File: src/sv/pqe_pkg.sv
// ----------------------------------------------------------------------------
// pqe_pkg
// Shared types and constants of the polygon query engine.
// ----------------------------------------------------------------------------
package pqe_pkg;

  localparam int MaxVertices = 64;
  localparam int CoordBits   = 16;
  localparam int CountBits   = $clog2(MaxVertices + 1);
  localparam int IdxBits     = $clog2(MaxVertices);
  localparam int AreaBits    = 39;
  localparam int MinPoly     = 3;

  localparam logic [2:0] CMD_CLEAR  = 3'd0;
  localparam logic [2:0] CMD_APPEND = 3'd1;
  localparam logic [2:0] CMD_POINT  = 3'd2;
  localparam logic [2:0] CMD_AREA   = 3'd3;
  localparam logic [2:0] CMD_CONVEX = 3'd4;

  localparam logic [1:0] KIND_POINT  = 2'd0;
  localparam logic [1:0] KIND_AREA   = 2'd1;
  localparam logic [1:0] KIND_CONVEX = 2'd2;

  typedef logic signed [CoordBits-1:0] coord_t;

  typedef struct packed {
    coord_t x;
    coord_t y;
  } vertex_t;

  // Data handed from one cell to the next.
  typedef struct packed {
    logic  valid;
    vertex_t v;
  } edge_tok_t;

endpackage

File: src/sv/pqe_cell.sv
// ----------------------------------------------------------------------------
// pqe_cell
// One cell of the vertex chain: holds one vertex and passes the older one on.
// ----------------------------------------------------------------------------
module pqe_cell (
  input  logic                clk,
  input  logic                rst_n,
  input  logic                flush,
  input  pqe_pkg::edge_tok_t  tok_in,
  output pqe_pkg::edge_tok_t  tok_out
);

  pqe_pkg::edge_tok_t tok_r;

  always_ff @(posedge clk) begin
    if (!rst_n || flush) begin
      tok_r.valid <= 1'b0;
    end else begin
      tok_r.valid <= tok_in.valid;
    end
    tok_r.v <= tok_in.v;
  end

  assign tok_out = tok_r;

endmodule

File: config.mk
export PLATFORM = sky130hd
export DESIGN_NAME = pqe_cell
export DESIGN_NICKNAME = d
export VERILOG_FILES = /design/src/sv/pqe_pkg.sv /design/src/sv/pqe_cell.sv
export SDC_FILE = /design/constraint.sdc
export NUM_CORES = 1
export LEC_CHECK = 0
export ABC_AREA = 0
export CAP_MARGIN = 20
export CELL_PAD_IN_SITES_DETAIL_PLACEMENT = 1
export CELL_PAD_IN_SITES_GLOBAL_PLACEMENT = 2
export CORE_ASPECT_RATIO = 0.9
export CORE_MARGIN = 2
export CORE_UTILIZATION = 32
export CTS_CLUSTER_SIZE = 14
export DETAILED_ROUTE_END_ITERATION = 6
export DONT_BUFFER_PORTS = 1
export GPL_ROUTABILITY_DRIVEN = 0
export PLACE_DENSITY = 0.7
export SLEW_MARGIN = 20
export SYNTH_ARGS = -nofsm -noshare
export SYNTH_HDL_FRONTEND = slang
export SYNTH_SLANG_ARGS = --single-unit
export TNS_END_PERCENT = 5
File: constraint.sdc
create_clock -name clk -period 1.45 [get_ports clk]
set_clock_uncertainty 0.2 [all_clocks]
set_input_delay 0.29 -clock clk [delete_from_list [all_inputs] [get_ports clk]]
set_output_delay 0.29 -clock clk [all_outputs]
set_load 0.01 [all_outputs]
# After elaboration in Yosys (flattened, before gate mapping)
# Index checks and enable logic that the tools add are counted.
totals:
  in_bits: 36
  output_inout_bits: 33
  regBits: 33
  word_cells: 5
op_classes:
  n_reduce_logical: 2
op_table:
  columns: ["op", "count"]
  rows:
  - ["logical NOT 1 bit", 1]
  - ["logical OR 1 bit", 1]

# Longest topological paths before layout
# Gate-level depths: netlist of the first run.
depth:
  depth_word: 2
  depth_mapped: 1
  depth_no_buf: 1

# Least setup slack after synthesis of the first run
# OpenSTA, ideal clock, no wires.
synth_timing:
  path_kind: "reg-to-output"
  from: "register tok_r (netlist bit tok_out[0])"
  to: "output tok_out[0] (netlist name)"
  arrival_time_ns: 0.331
  t_required_ns: 0.960
  path_stages_with_launch: 1
  n_path_buf: 0
  slack_ns: 0.629
  cell_sequence: "dfxtp_1"
synth_lines:
  columns: ["item", "line", "source"]
  rows:
  - ["from (decl)", "pqe_cell.sv:13", "pqe_pkg::edge_tok_t tok_r;"]
  - ["to (decl)", "pqe_cell.sv:10", "output pqe_pkg::edge_tok_t tok_out"]
# No word-level cell between the ends.

# Worst setup path after layout of the first run
layout_timing:
  from: "register tok_r (netlist bit tok_out[27])"
  to: "output tok_out[27] (netlist name)"
# No word-level cell between the ends.

==> qor.yml, run 1 <==
outcome: "finished clean"
ys.warnings.count: 0
maxSlewViolCount: 0
io_buffers: 0
yosysUniqueCellTypes: 2
fin_crit_sh_pct: 82.63
antenna_found_initial: 0
power_frac_comb_pct: 4.3
avgSynthCellArea_sq_um: 19.69
die-area_sq_um: 2474
vias: 410
finalHoldViolations: 0
p_switching_uw: 327.0
sw_frac_of_total_pct: 18.61
hold_start: "tok_in[28]"
fin_crit_ns: 1.198
synth_edf_count: 0
holdPathEnd: "tok_out[28]"
io_pins: 69
num_rows: 15
totalWireLength_mm: 1.497
clockRootBuffer: "clkbuf_4"
placed_cells: 59
pwr-share-clk_pct: 38.8
via_per_inst: 4.020
ys_top_cells_by_area: "dfxtp_1 (99%), and3b_1 (1.3%)"
areaGrowthSynthToFinish_pct: 69.72
grt_pass1_wl_mm: 1.952
setup_violations: 0
finalPower_uw: 1757
arrival_ns: 0.71
p_int_uw: 1430
seq_area_frac_synth_pct: 98.69
grt_start_max_net_pins: 11
final_layout_size_suffix_gt1_share_pct: 9.091
coreArea_sq_um: 1952
stdcell_count: 102
grt_setup_unrepaired: "false"
drcViolationCount: 0
fin_area_sq_um: 1136
synth_nets: 70
synthFlopType: "dfxtp_1"
start_kind: "flop"
clock.fmax_mhz: 834.6
fin_tns_setup_ns: 0
pwr-share-seq_pct: 56.9
cap_violations: 0
htree_levels: 2
synth_common_cells: "dfxtp_1 (33), and3b_1 (1)"
ys_seq_elements: 33
antenna-diode-count: 0
slew_headroom_pct: 90.39
cp.depth: 0
cp.required_ns: 0.96
p_leak_uw: 0.0004770
hold_slack_ns: 0.3136
start_util_pct: 34.29
critPathCaptureType: "output port"
netlist_area_sq_um: 669.4
grt_pass1_vias: 427
async_reset_ff_share_pct: 0
p_per_area_nw_per_um2: 1547
hold_class: "input pin to flop"
die_y_microns: 47.39
cts_resized: 0
dr.pass1.iters: 1
clockBufferDepth: 2
hold_depth: 1
ant_nets: 0
grt_usage_pct: 12.81
cts.clk_slew.worst_paths_ns: 0.09
cts_buffers: 5
syn_inst: 34
irDropWorstVdd_v: 0.0008563
die_x_microns: 52.21
largest_reg_flops: 33
fillers: 190
yosysTopAreaCell: "dfxtp_1"
cts_tree: "built"
final_nets: 112
yosysMostFrequentCell: "dfxtp_1"
crit_type: "flop to output port"
worstMarginPinSlew_ns: 0.1440
path_max_fanout: 1
wl_per_cell_microns: 14.68
synth.top_cell.area_share_pct: 98.69
postPlaceCellArea_sq_um: 700.7
gr-total-overflow: 0
drt_iter0_drc: 0
clock-sinks: 33
-- power by group through the flow --
stage	Combinational, uW	Sequential, uW	Clock [uW]
CTS	74.2	1000	703
finish	75.4	999	683
detailed placement	1.03	1020	0
global route	81.5	1000	753
global placement	1.03	1020	0
floorplan	0.975	1010	0
-- repair_timing --
item                       CTS  global route
setup endpoints to repair    0             0
hold buffers                35             0
hold endpoints to repair    33             0
setup buffers                0             0
-- cell families (layout without fill, tap and decap cells) --
family / count (synthesis) / count (layout) / synth area share (%)
buffers and inverters: 0 / 43 / 0
DFF: 33 / 33 / 98.69
and+or+nand+nor: 1 / 1 / 1.309
-- worst max path at each step --
| stage | slack [ns] | start | to |
|---|---|---|---|
| floorplan | 0.63 | tok_out[0] | tok_out[0] |
| global placement | 0.61 | tok_out[4] | tok_out[4] |
| detailed placement | 0.59 | tok_out[27] | tok_out[27] |
| CTS | 0.23 | tok_out[27] | tok_out[27] |
| global route | 0.21 | tok_out[19] | tok_out[19] |
| finish | 0.25 | tok_out[27] | tok_out[27] |
-- area by class of cell --
cell class | instances | area (sq um) | share of cell area, %
sequential | 33 | 660.6 | 58.15
timing repair buffer | 35 | 350.3 | 30.84
tap | 25 | 31.28 | 2.753
clock buffer | 7 | 55.05 | 4.846
clock inverter | 1 | 30.03 | 2.643
multi-input combinational | 1 | 8.758 | 0.7709
-- per-layer routing --
metal	share of wire [%]	GRT usage, %	wire length [microns]
met2	51	21.27	770
met4	1.9	10.77	29
met1	29	9.646	435
met3	18	10.51	262
met5	0	0	0
-- placed cells by master (no fill, tap or decap), drive strengths merged --
master,n
bufinv,1
clkbuf,7
and3b,1
dlygate4sd3,35
dfxtp,33
-- metrics by stage --
step / worst slack [ns] / utilization (%)
4_1_cts: 0.2282 / 58.21
5_1_grt: 0.2102 / 58.21
3_3_place_gp: 0.6053 / 35.90
6_report: 0.2518 / 58.21
2_1_floorplan: 0.6292 / -
3_5_place_dp: 0.5940 / 35.90
Power figures use the tool's default switching activity.
==> inputs of run 2 (changes only) <==
--- a/config.mk
+++ b/config.mk
@@ -5,18 +5,18 @@
 export SDC_FILE = /design/constraint.sdc
 export NUM_CORES = 1
 export LEC_CHECK = 0
-export ABC_AREA = 0
+export ABC_AREA = 1
 export CAP_MARGIN = 20
 export CELL_PAD_IN_SITES_DETAIL_PLACEMENT = 1
 export CELL_PAD_IN_SITES_GLOBAL_PLACEMENT = 2
 export CORE_ASPECT_RATIO = 0.9
 export CORE_MARGIN = 2
-export CORE_UTILIZATION = 32
+export CORE_UTILIZATION = 27
 export CTS_CLUSTER_SIZE = 14
 export DETAILED_ROUTE_END_ITERATION = 6
 export DONT_BUFFER_PORTS = 1
 export GPL_ROUTABILITY_DRIVEN = 0
-export PLACE_DENSITY = 0.7
+export PLACE_DENSITY = 0.63
 export SLEW_MARGIN = 20
 export SYNTH_ARGS = -nofsm -noshare
 export SYNTH_HDL_FRONTEND = slang
==> constraint.sdc (replaced) <==
create_clock -name clk -period 0.97 [get_ports clk]
set_clock_uncertainty 0.2 [all_clocks]
set_input_delay 0.194 -clock clk [delete_from_list [all_inputs] [get_ports clk]]
set_output_delay 0.194 -clock clk [all_outputs]
set_load 0.01 [all_outputs]
==> run 2 against run 1 <==
Effect of this change:
- the run now ends with setup timing left
- via count grew 1.5%
- design area grew 1.4%
- non-clock buffer count is the same
- sequential share of layout area grew 2.8 points
- clock power grew 3.8%
- synthesized area grew 0.19%
- flip-flop and latch count is the same
- first-iteration DRC count grew 2
==> qor.yml, run 2 <==
cp.required_ns: 0.58
slew_headroom_pct: 93.13
grt_usage_pct: 11.44
hold_start: "tok_in[17]"
htree_levels: 2
start_kind: "flop"
yosysUniqueCellTypes: 3
arrival_ns: 0.69
async_reset_ff_share_pct: 0
clockBufferDepth: 2
synth_nets: 71
vias: 416
ys_seq_elements: 33
totalWireLength_mm: 1.542
clock.fmax_mhz: 926.5
ys.warnings.count: 0
io_buffers: 0
path_max_fanout: 1
clockRootBuffer: "clkbuf_4"
p_per_area_nw_per_um2: 2022
avgSynthCellArea_sq_um: 19.16
clock-sinks: 33
grt_pass1_wl_mm: 2.187
ant_nets: 0
num_rows: 17
outcome: "finished with violations"
layout_common_cells: "dlygate4sd3_1 (35), dfxtp_2 (33), clkbuf_4 (5)"
start_util_pct: 27.90
io_pins: 69
cts_buffers: 5
antenna-diode-count: 0
fin_ws_ns: -0.1093
fin_crit_ns: 1.079
worstMarginPinSlew_ns: 0.1030
violations: "setup timing"
fin_area_sq_um: 1152
crit_type: "flop to output port"
netlist_area_sq_um: 670.6
maxSlewViolCount: 0
syn_inst: 35
fillers: 244
irDropWorstVdd_v: 0.001367
die-area_sq_um: 2899
via_per_inst: 3.925
cap_violations: 0
grt_setup_unrepaired: "true"
final_layout_size_suffix_gt1_share_pct: 53.85
areaGrowthSynthToFinish_pct: 71.83
antenna_found_initial: 0
dr.pass1.iters: 3
holdPathEnd: "tok_out[17]"
largest_reg_flops: 33
postPlaceCellArea_sq_um: 705.7
final_nets: 113
grt_pass1_vias: 513
yosysTopAreaCell: "dfxtp_1"
cts.clk_slew.worst_paths_ns: 0.10
yosysMostFrequentCell: "dfxtp_1"
drt_iter0_drc: 2
synth.top_cell.area_share_pct: 98.51
ys_top_cells_by_area: "dfxtp_1 (99%), nor2_2 (0.93%), nand2_1 (0.56%)"
finalHoldViolations: 0
seq_area_frac_synth_pct: 98.51
fin_crit_sh_pct: 111.3
synthFlopType: "dfxtp_1"
hold_class: "input pin to flop"
hold_depth: 1
hold_slack_ns: 0.2169
die_x_microns: 56.54
synth_edf_count: 0
coreArea_sq_um: 2404
cts_tree: "built"
wl_per_cell_microns: 14.55
drcViolationCount: 0
setup_violations: 33
layout_commonest_cell: "dlygate4sd3_1"
gr-total-overflow: 0
die_y_microns: 51.28
p_leak_uw: 0.0004600
critPathCaptureType: "output port"
synth_common_cells: "dfxtp_1 (33), nand2_1 (1), nor2_2 (1)"
grt_start_max_net_pins: 12
## run 2: through the flow
| step | power (uW) | TNS [ns] | worst slack, ns | std cells | utilization, % |
|---|---|---|---|---|---|
| after floorplan | 1518 | 0 | 0.2452 | 35 | - |
| after global placement | 1526 | 0 | 0.2256 | 63 | 29.36 |
| after global routing | 2469 | -4.953 | -0.1632 | 106 | 47.94 |
| after detailed placement | 1526 | 0 | 0.2151 | 63 | 29.36 |
| final | 2330 | -3.057 | -0.1093 | 106 | 47.94 |
| after CTS | 2379 | -3.905 | -0.1347 | 106 | 47.94 |
## run 2: layer usage
metal	global-route usage (%)	part of all wire (%)
met1	7.267	28
met2	20.74	60
met3	10.13	11
met4	7.143	1.1
met5	0	0
## run 2: worst max-delay path by stage
| stage | start | to | slack (ns) | cells past startpoint |
|---|---|---|---|---|
| final | tok_out[24] | tok_out[24] | -0.11 | 0 |
| after global routing | tok_out[24] | tok_out[24] | -0.16 | 0 |
| after CTS | tok_out[31] | tok_out[31] | -0.13 | 0 |
| after detailed placement | tok_out[18] | tok_out[18] | 0.22 | 0 |
| after global placement | tok_out[18] | tok_out[18] | 0.23 | 0 |
| after floorplan | tok_out[0] | tok_out[0] | 0.25 | 0 |
## run 2: cell type report
cell class                      count  area [sq um]  area share (%)
Sequential cell                    33         701.9           60.91
Timing Repair Buffer               35         350.3           30.40
Clock buffer                        5         37.54           3.257
Tap cell                           28         35.03           3.040
Clock inverter                      3         17.52           1.520
Multi-Input combinational cell      2         10.01          0.8686
## run 2: kinds of logic after synthesis
logic type	share of synthesized area [%]
AND/OR/NAND/NOR	1.493
flip-flops	98.51
## run 2: where the power goes
| part | internal (uW) | switching [uW] |
|---|---|---|
| Combinational | 94.1 | 19.7 |
| Clock | 273 | 436 |
| Sequential | 1440 | 64.5 |
| Total | 1810 | 520 |
## run 2: repair_timing
action,4_1_cts,5_1_grt
hold endpoints to repair,33,0
setup endpoints to repair,33,33
buffers inserted,0,0
gates resized for setup,33,0
hold buffers,35,0
==> inputs of run 3 (changes only) <==
--- a/config.mk
+++ b/config.mk
@@ -16,6 +16,7 @@
 export DETAILED_ROUTE_END_ITERATION = 6
 export DONT_BUFFER_PORTS = 1
 export GPL_ROUTABILITY_DRIVEN = 0
+export MAX_ROUTING_LAYER = met4
 export PLACE_DENSITY = 0.63
 export SLEW_MARGIN = 20
 export SYNTH_ARGS = -nofsm -noshare
==> run 3 against run 2 <==
Effect of this change:
- critical path depth did not move
- global-route usage rose by 0.31 points
- the run still ends with setup timing left
- cell count did not move
- sequential share of layout area did not move
- hold slack barely moved
- highest routed layer unchanged
- utilization did not move
- routed wire length fell by 0.26%
- largest cell class unchanged
- setup slack improved by 0.0040 ns
- non-clock buffer count did not move
==> qor.yml, run 3 (synthesis results as in run 2) <==
cts.clk_slew.worst_paths_ns: 0.10
hold_class: "input pin to flop"
fin_crit_sh_pct: 110.9
antenna-diode-count: 0
die-area_sq_um: 2899
use_met3_pct: 8.101
vias: 419
postPlaceCellArea_sq_um: 705.7
arrival_ns: 0.68
cp.required_ns: 0.58
irDropWorstVdd_v: 0.001376
die_y_microns: 51.28
num_rows: 17
final_nets: 113
slew_headroom_pct: 93.18
antenna_found_initial: 0
crit_type: "flop to output port"
dr.pass1.iters: 2
top_usage_layer: "met2"
hold_slack_ns: 0.2167
cts_buffers: 5
via_per_inst: 3.953
coreArea_sq_um: 2404
totalWireLength_mm: 1.538
grt_start_max_net_pins: 12
critPathCaptureType: "output port"
clock.fmax_mhz: 930.0
grt_usage_pct: 11.75
start_util_pct: 27.90
final_layout_size_suffix_gt1_share_pct: 53.85
clockRootBuffer: "clkbuf_4"
holdPathEnd: "tok_out[17]"
grt_pass1_vias: 514
outcome: "finished with violations"
die_x_microns: 56.54
hold_start: "tok_in[17]"
grt_setup_unrepaired: "true"
grt_use_met1_pct: 8.531
fin_area_sq_um: 1152
use_met2_pct: 20.74
setup_violations: 33
layout_common_cells: "dlygate4sd3_1 (35), dfxtp_2 (33), clkbuf_4 (5)"
layout_commonest_cell: "dlygate4sd3_1"
worstMarginPinSlew_ns: 0.1023
fin_tns_setup_ns: -3.118
cts_tree: "built"
maxSlewViolCount: 0
crit_start: "tok_out[31]"
gr-total-overflow: 0
drcViolationCount: 0
cap_violations: 0
ant_nets: 0
finalHoldViolations: 0
clock-sinks: 33
violations: "setup timing"
io_pins: 69
fin_ws_ns: -0.1053
areaGrowthSynthToFinish_pct: 71.83
fin_crit_ns: 1.075
largest_reg_flops: 33
htree_levels: 2
path_max_fanout: 1
grt_pass1_wl_mm: 2.187
drt_iter0_drc: 2
hold_depth: 1
fillers: 244
clockBufferDepth: 2
io_buffers: 0
wl_per_cell_microns: 14.51
p_leak_uw: 0.0004600
p_per_area_nw_per_um2: 2026
start_kind: "flop"
==> run 3: cell counts in the layout (fill, tap and decap cells not counted) <==
Identical to the previous run, type by type.
==> run 3: cell type report <==
class                           instances  area [sq um]  share of cell area, %
Tap cell                               28         35.03                  3.040
Multi-Input combinational cell          2         10.01                 0.8686
Sequential cell                        33         701.9                  60.91
Clock buffer                            5         37.54                  3.257
Clock inverter                          3         17.52                  1.520
Timing Repair Buffer                   35         350.3                  30.40
==> run 3: repair_timing <==
action                     in CTS  in global routing
buffers inserted                0                  0
hold buffers                   35                  0
resized for setup              33                  0
setup endpoints to repair      33                 33
hold endpoints to repair       33                  0
==> run 3: metrics by stage <==
step           std cells  setup WS (ns)  utilization (%)  total power (uW)
2_1_floorplan         35         0.2452                -              1518
3_3_place_gp          63         0.2256            29.36              1526
3_5_place_dp          63         0.2151            29.36              1526
6_report             106        -0.1053            47.94              2335
4_1_cts              106        -0.1347            47.94              2379
5_1_grt              106        -0.1613            47.94              2469
==> run 3: worst max-delay path by stage <==
stage | endpoint | slack (ns) | cells after the start
finish | tok_out[31] | -0.11 | 0
global route | tok_out[17] | -0.16 | 0
CTS | tok_out[31] | -0.13 | 0
detailed placement | tok_out[18] | 0.22 | 0
global placement | tok_out[18] | 0.23 | 0
floorplan | tok_out[0] | 0.25 | 0
==> run 3: power by group <==
group          internal [uW]  total [uW]  switching (uW)
sequential              1440        1510            64.5
combinational           94.1         114            19.8
clock                    273         713             440
==> run 3: routing by layer <==
metal / vias to the layer above / share of wire (%)
li1: 188 / -
met1: 193 / 30
met2: 36 / 61
met3: 2 / 8.4
met4: 0 / 1.2
met5: - / 0
